**config.mk**
```make
export PLATFORM = sky130hd
export DESIGN_NAME = pus_predict
export DESIGN_NICKNAME = d
export VERILOG_FILES = /design/src/rtl/png_scanline_unfilter_defines.svh /design/src/rtl/pus_pkg.sv /design/src/rtl/pus_predict.sv
export SDC_FILE = /design/constraint.sdc
export NUM_CORES = 1
export LEC_CHECK = 0
export BUFFER_PORTS_ARGS = -buffer_cell sky130_fd_sc_hd__buf_2
export CAP_MARGIN = 20
export CORE_UTILIZATION = 45
export DETAILED_ROUTE_END_ITERATION = 10
export SLEW_MARGIN = 20
export SYNTH_ARGS = -nofsm -noshare
export SYNTH_HDL_FRONTEND = slang
export SYNTH_SLANG_ARGS = --single-unit
```
**constraint.sdc**
```tcl
create_clock -name vclk -period 10.9
set_clock_uncertainty 0.15 [all_clocks]
set_input_delay 2.18 -clock vclk [all_inputs]
set_output_delay 2.18 -clock vclk [all_outputs]
set_load 0.02 [all_outputs]
```
**src/rtl/png_scanline_unfilter_defines.svh**
```systemverilog
// Assertion macros for the PNG scanline unfilter.
// Included by files that carry concurrent checks; no other dependencies.
`ifndef PNG_SCANLINE_UNFILTER_DEFINES_SVH
`define PNG_SCANLINE_UNFILTER_DEFINES_SVH

`ifndef SYNTHESIS
`define PUS_ASSERT(label, prop, msg) \
    label: assert property (@(posedge clk) disable iff (!rst_n) prop) else $error(msg);
`define PUS_ASSERT_NEVER(label, cond, msg) \
    label: assert property (@(posedge clk) disable iff (!rst_n) !(cond)) else $error(msg);
`else
`define PUS_ASSERT(label, prop, msg)
`define PUS_ASSERT_NEVER(label, cond, msg)
`endif

`endif

```
**src/rtl/pus_pkg.sv**
```systemverilog
// Shared types and constants for the PNG scanline unfilter.
// No dependencies.
`default_nettype none

package pus_pkg;

    localparam int ROW_MAX_DEF = 8192;
    localparam int CFG_LEN_W   = 14;
    localparam int CFG_BPP_W   = 2;
    localparam int CFG_DATA_W  = 14;
    localparam int CFG_IDX_W   = 1;

    localparam logic [CFG_IDX_W-1:0] CFG_IDX_BPP = 1'b0;
    localparam logic [CFG_IDX_W-1:0] CFG_IDX_ROW = 1'b1;

    typedef enum logic [2:0] {
        FILT_NONE  = 3'd0,
        FILT_SUB   = 3'd1,
        FILT_UP    = 3'd2,
        FILT_AVG   = 3'd3,
        FILT_PAETH = 3'd4
    } filt_t;

    localparam logic [7:0] FILT_LAST_CODE = 8'd4;

endpackage

`default_nettype wire

```
**src/rtl/pus_predict.sv**
```systemverilog
// Filter predictor: None, Sub, Up, Average and Paeth from left, up, up-left.
// Depends on pus_pkg.
`default_nettype none

module pus_predict
    import pus_pkg::*;
(
    input  filt_t      kind,
    input  logic [7:0] a,
    input  logic [7:0] b,
    input  logic [7:0] c,
    output logic [7:0] pred
);

    logic signed [9:0] pa;
    logic signed [9:0] pb;
    logic signed [9:0] pc;
    logic [9:0]        pa_abs;
    logic [9:0]        pb_abs;
    logic [9:0]        pc_abs;
    logic [8:0]        sum_ab;
    logic [7:0]        paeth;

    always_comb
    begin
        // p - a = b - c, p - b = a - c, p - c = a + b - 2c
        pa     = $signed({2'b00, b}) - $signed({2'b00, c});
        pb     = $signed({2'b00, a}) - $signed({2'b00, c});
        pc     = $signed({2'b00, a}) + $signed({2'b00, b}) - $signed({1'b0, c, 1'b0});
        pa_abs = pa[9] ? 10'(-pa) : 10'(pa);
        pb_abs = pb[9] ? 10'(-pb) : 10'(pb);
        pc_abs = pc[9] ? 10'(-pc) : 10'(pc);
        sum_ab = {1'b0, a} + {1'b0, b};

        priority if (pa_abs <= pb_abs && pa_abs <= pc_abs)
        begin
            paeth = a;
        end
        else if (pb_abs <= pc_abs)
        begin
            paeth = b;
        end
        else
        begin
            paeth = c;
        end

        unique case (kind)
            FILT_SUB:   pred = a;
            FILT_UP:    pred = b;
            FILT_AVG:   pred = sum_ab[8:1];
            FILT_PAETH: pred = paeth;
            default:    pred = 8'd0;
        endcase
    end

endmodule

`default_nettype wire

```
; ---- Word-level counts from Yosys, hierarchy flattened
; Index checks and enable logic that the tools add are counted.
[op_classes]
n_addsub = 8
n_lt_le_gt_ge = 3
eq_ne = 4
n_mux = 6
reduce_logical = 1
[op_table]
columns = operator, n
row1 = $pmux 8 s4, 1
row2 = $le 10x10->1, 3
row3 = $mux 10, 3
row4 = $neg 9->10, 2
row5 = $add 8x8->9, 2
row6 = $sub 8x8->9, 2
row7 = $mux 8, 2
row8 = $neg 10->10, 1
row9 = $sub 9x9->10, 1
row10 = $eq 3x2->1 const B, 2
row11 = $eq 3x1->1 const B, 1
row12 = $eq 3x3->1 const B, 1
row13 = $logic_and 1x1->1, 1
[word_totals]
ff_bits = 0
input_bits = 27
word_cells = 22

; ---- Longest topological paths before layout
[logic_depth]
depth_word = 8
mapped_depth = 22

; ---- Worst setup path before layout
; OpenSTA, ideal clock, no wires.
[synth_timing]
path_kind = input to output
startpoint = in a[2]
endpoint = out pred[4]
arrival_time_ps = 6421
required_ps = 8570
slack_ps = 2149
path_stages = 17
path_cell_list = inv_1 fa_1 inv_1 ha_1 nor2b_1 o31ai_1 xor2_1 nand4_1 or2_2 or4_1 ha_1 nand3_1 nor3_1 a221o_1 a221oi_4 nand2b_4 o211ai_2
[synth_via]
elab_chain_len = 8
elab_cells_between_ends = 15
[synth_rtl]
columns = element, line
row1 = "start, declared", pus_predict.sv:9  ; input logic [7:0] a,
row2 = $add 8x8->9, "pus_predict.sv:29, pus_predict.sv:33"
row3 = $sub 9x9->10, pus_predict.sv:29  ; pc = $signed({2'b00, a}) + $signed({2'b00, b}) - $signed({1'b0, c, 1'b0});
row4 = $neg 10->10, pus_predict.sv:32  ; pc_abs = pc[9] ? 10'(-pc) : 10'(pc);
row5 = $mux 10, pus_predict.sv:32
row6 = $le 10x10->1 (on tied branches), "pus_predict.sv:39, pus_predict.sv:35"
row7 = $mux 8 / $logic_and 1x1->1 (equally long branches), "pus_predict.sv:39, pus_predict.sv:35"
row8 = $mux 8, pus_predict.sv:35  ; priority if (pa_abs <= pb_abs && pa_abs <= pc_abs)
row9 = $pmux 8 s4 *, pus_predict.sv:48  ; unique case (kind)
row10 = "end, declared", pus_predict.sv:12  ; output logic [7:0] pred
; Mark *: on every way between the ends. The rest lies on a longest branch, timed or not.

; ---- Worst setup path in the final report
[layout_timing]
startpoint = in a[2]
endpoint = out pred[6]
; The elaborated chain is that of the path after synthesis.

==> metrics.log <==
INFO  metric final_cells = roughly 550
INFO  metric place_worst_setup_slack = approximately 1.4 ns
INFO  metric die_area = 0.00748 sq mm
INFO  metric insertedDiodeCount = 0
INFO  metric sequential_cell_area = 0 sq um
INFO  metric core.rowCount = 30
INFO  metric worst_ir_drop_on_vdd = between 30 and 40 uV
INFO  metric drive_above_1_share = a little over an eighth
INFO  metric fin_ws = about 1.3 ns
INFO  metric crit_path_end_kind = output port
INFO  metric postCtsSetupBuffers = 0
INFO  metric grt_start_max_net_pins = 18
INFO  metric fmax = 104 MHz
INFO  metric report.final.hold_viol_count = 0
INFO  metric post-route-min-period = around 9.6 ns
INFO  metric grt_pass1_wl = roughly 14000 microns
INFO  metric min_period_over_period = 87.9%
INFO  metric finish.net_count = 554
INFO  metric drt_iter0_markers = 132
INFO  metric cts_resized = 0
INFO  metric floorplan.initialDensity = between 40 and 50%
INFO  metric crit_type = input pin to output port
INFO  metric slew-limit-headroom = 33.8%
INFO  metric tot_pwr = ~0.00043 W
INFO  metric grt-ovfl-total = 0
INFO  metric synth_area_per_cell = around 7.6 sq um
INFO  metric worst-endpoint-arrival = around 7.3 ns
INFO  metric comb_power_share = between 90% and 100%
INFO  metric crit_path_max_fanout = 8
INFO  metric final_core_utilization = about 51%
INFO  metric ioPinCount = 35
INFO  metric routability_congestion = around 0.86
INFO  metric worst_slew_pin_slew = a little under 1 ns
INFO  metric detailedRoute.firstPassIterationCount = 4
INFO  metric power_frac_clock = 0%
INFO  metric ys_warn_count = 0
INFO  metric area_growth = 8.02%
INFO  metric layout.sequential_cells = 0
INFO  metric swShare = between 50% and 60%
INFO  metric final-setup-viol-count = 0
INFO  metric intPower = approximately 0.00018 W
INFO  metric hold_path_class = input pin to output port
INFO  metric final_max_slew_viol_count = 0
INFO  metric leakagePower = around 1.8 nW
INFO  metric core-area = just under 0.007 sq mm
INFO  metric die_x = between 80 and 90 microns
INFO  metric sequential_fraction_of_the_synthesis_area = 0%
INFO  metric dp_cells = around 550
INFO  metric portBuffers = 35
INFO  metric powerDensity = between 100 and 150 mW/mm^2
INFO  metric rsz0062_at_grt = false
INFO  metric routed_via_count_divided_by_cell_count = roughly 5.4
INFO  metric synth_cell_type_count = a little under 70
INFO  metric power.sequential.fraction = 0%
INFO  metric p_switching = between 0.0002 and 0.00025 W
INFO  metric synthesis.area = approximately 0.0032 sq mm
INFO  metric kind_of_launch_point_of_the_worst_setup_path = input pin
INFO  metric holdBufCountCts = 0
INFO  metric worstPathRequired = ~8.6 ns
INFO  metric drc_markers = 0
INFO  metric synthCells = approximately 420
INFO  metric route.antenna.remaining_nets = 0
INFO  metric antenna_found_initial = 0
INFO  metric wl_per_cell = between 10 and 15 microns
INFO  metric fin_setup_tns = 0 ns
INFO  metric floorplan.die.height = 86.5 microns
INFO  metric outcome = finished, final reports clean
INFO  metric global_route.usage.total = a little under a quarter
INFO  metric max-cap-violations = 0
INFO  metric via_count_of_the_first_global_routing_pass = between 2000 and 3000
INFO  metric postRouteWirelength = between 8000 and 9000 microns
INFO  metric routed-via-count = between 2000 and 3000
INFO  metric dp_hpwl = between 7000 and 8000 microns
INFO  metric n_clock_buffer = 0
-- power by group through the flow --
| stage | clock, W | sequential [W] | combinational [W] |
|---|---|---|---|
| after detailed placement | 0 | 0 | 0.000427 |
| after floorplan | 0 | 0 | 0.000337 |
| after global placement | 0 | 0 | 0.000422 |
| after CTS | 0 | 0 | 0.000429 |
| after global routing | 0 | 0 | 0.000485 |
| final | 0 | 0 | 0.000427 |
-- layer usage --
| metal | global-route usage, % | part of all wire (%) |
|---|---|---|
| met4 | 1.82 | 0.51 |
| met2 | 41.1 | 47 |
| met1 | 31.2 | 50 |
| met5 | 0 | 0 |
| met3 | 0.0952 | 2.0 |
-- Yosys cell counts, drive strengths merged, types with 2 or more instances --
cell	count	share of area (%)
or2	3	0.58
and3b	2	0.55
o211ai	4	1.6
a31oi	8	2.0
inv	59	6.9
o22ai	2	0.82
nand2b	4	1.0
a211oi	4	1.1
xnor2	27	7.8
nand3	12	1.9
o21ai	28	4.8
o21a	7	1.7
nand3b	3	0.70
o31ai	4	1.1
xor2	16	4.9
mux2i	9	2.8
clkbuf	4	0.47
and3	3	0.58
nor2b	5	0.97
a22oi	5	1.2
o21bai	4	0.93
a22o	2	0.55
nand4	7	1.4
a21o	14	3.3
conb	2	0.23
fa	10	6.2
nor2	24	2.8
nand2	21	2.5
ha	62	24
a31o	2	0.55
buf	3	0.93
or3	6	1.3
nor3	8	1.4
or4	2	0.47
a21oi	30	4.8
-- through the flow --
stage	hold slack, ns	instance area, sq um
after floorplan	4.38	3220
after global placement	4.62	3470
after detailed placement	4.62	3470
after CTS	4.62	3470
after global routing	4.66	3470
final	4.61	3470
-- kinds of logic (layout without fill, tap and decap cells) --
logic type      Yosys count  in the layout  share of synthesized area [%]
simple gates            105            105                           17.2
xor+xnor                 43             43                           12.8
buf+inv                  66             94                           8.29
fa+ha+maj                73             73                           30.7
mux                      10             10                           3.15
compound gates          124            124                           27.7
other cells               2              4                          0.234
-- worst paths after layout --
| path | startpoint | endpoint | slack (ns) | cells past startpoint |
|---|---|---|---|---|
| max | a[2] | pred[6] | 1.31 | 20 |
| min | a[0] | pred[0] | 4.61 | 4 |
-- final cells by class --
| cell class | count | area [sq um] |
|---|---|---|
| fill | 720 | 3360 |
| multi-input combinational | 359 | 2960 |
| inverter | 59 | 221 |
| timing repair buffer | 35 | 175 |
| tap | 96 | 120 |
-- cells in the final DEF, fill, tap and decap left out, drive strengths merged, types with 8 or more instances in the layout --
cell type | synthesis | final
a21o | 14 | 14
a21oi | 30 | 30
a31oi | 8 | 8
buf | 3 | 35
fa | 10 | 10
ha | 62 | 62
inv | 59 | 59
mux2i | 9 | 9
nand2 | 21 | 21
nand3 | 12 | 12
nor2 | 24 | 24
nor3 | 8 | 8
o21ai | 28 | 28
xnor2 | 27 | 27
xor2 | 16 | 16
-- critical path: stages --
cell and delay (ns):
buf_2 0.12, inv_1 0.08, fa_1 0.54, inv_1 0.04, ha_1 0.33, nor2b_1 0.17
o31ai_1 0.25, xor2_1 0.46, nand4_1 0.15, or2_2 0.32, or4_1 0.54, ha_1 0.34
nand3_1 0.12, nor2_1 0.07, o21ai_0 0.08, o31ai_1 0.08, o21bai_1 0.79, mux2i_1 0.30
o211ai_2 0.10, buf_2 0.17
Note: power is estimated with default switching activity, not from simulation.
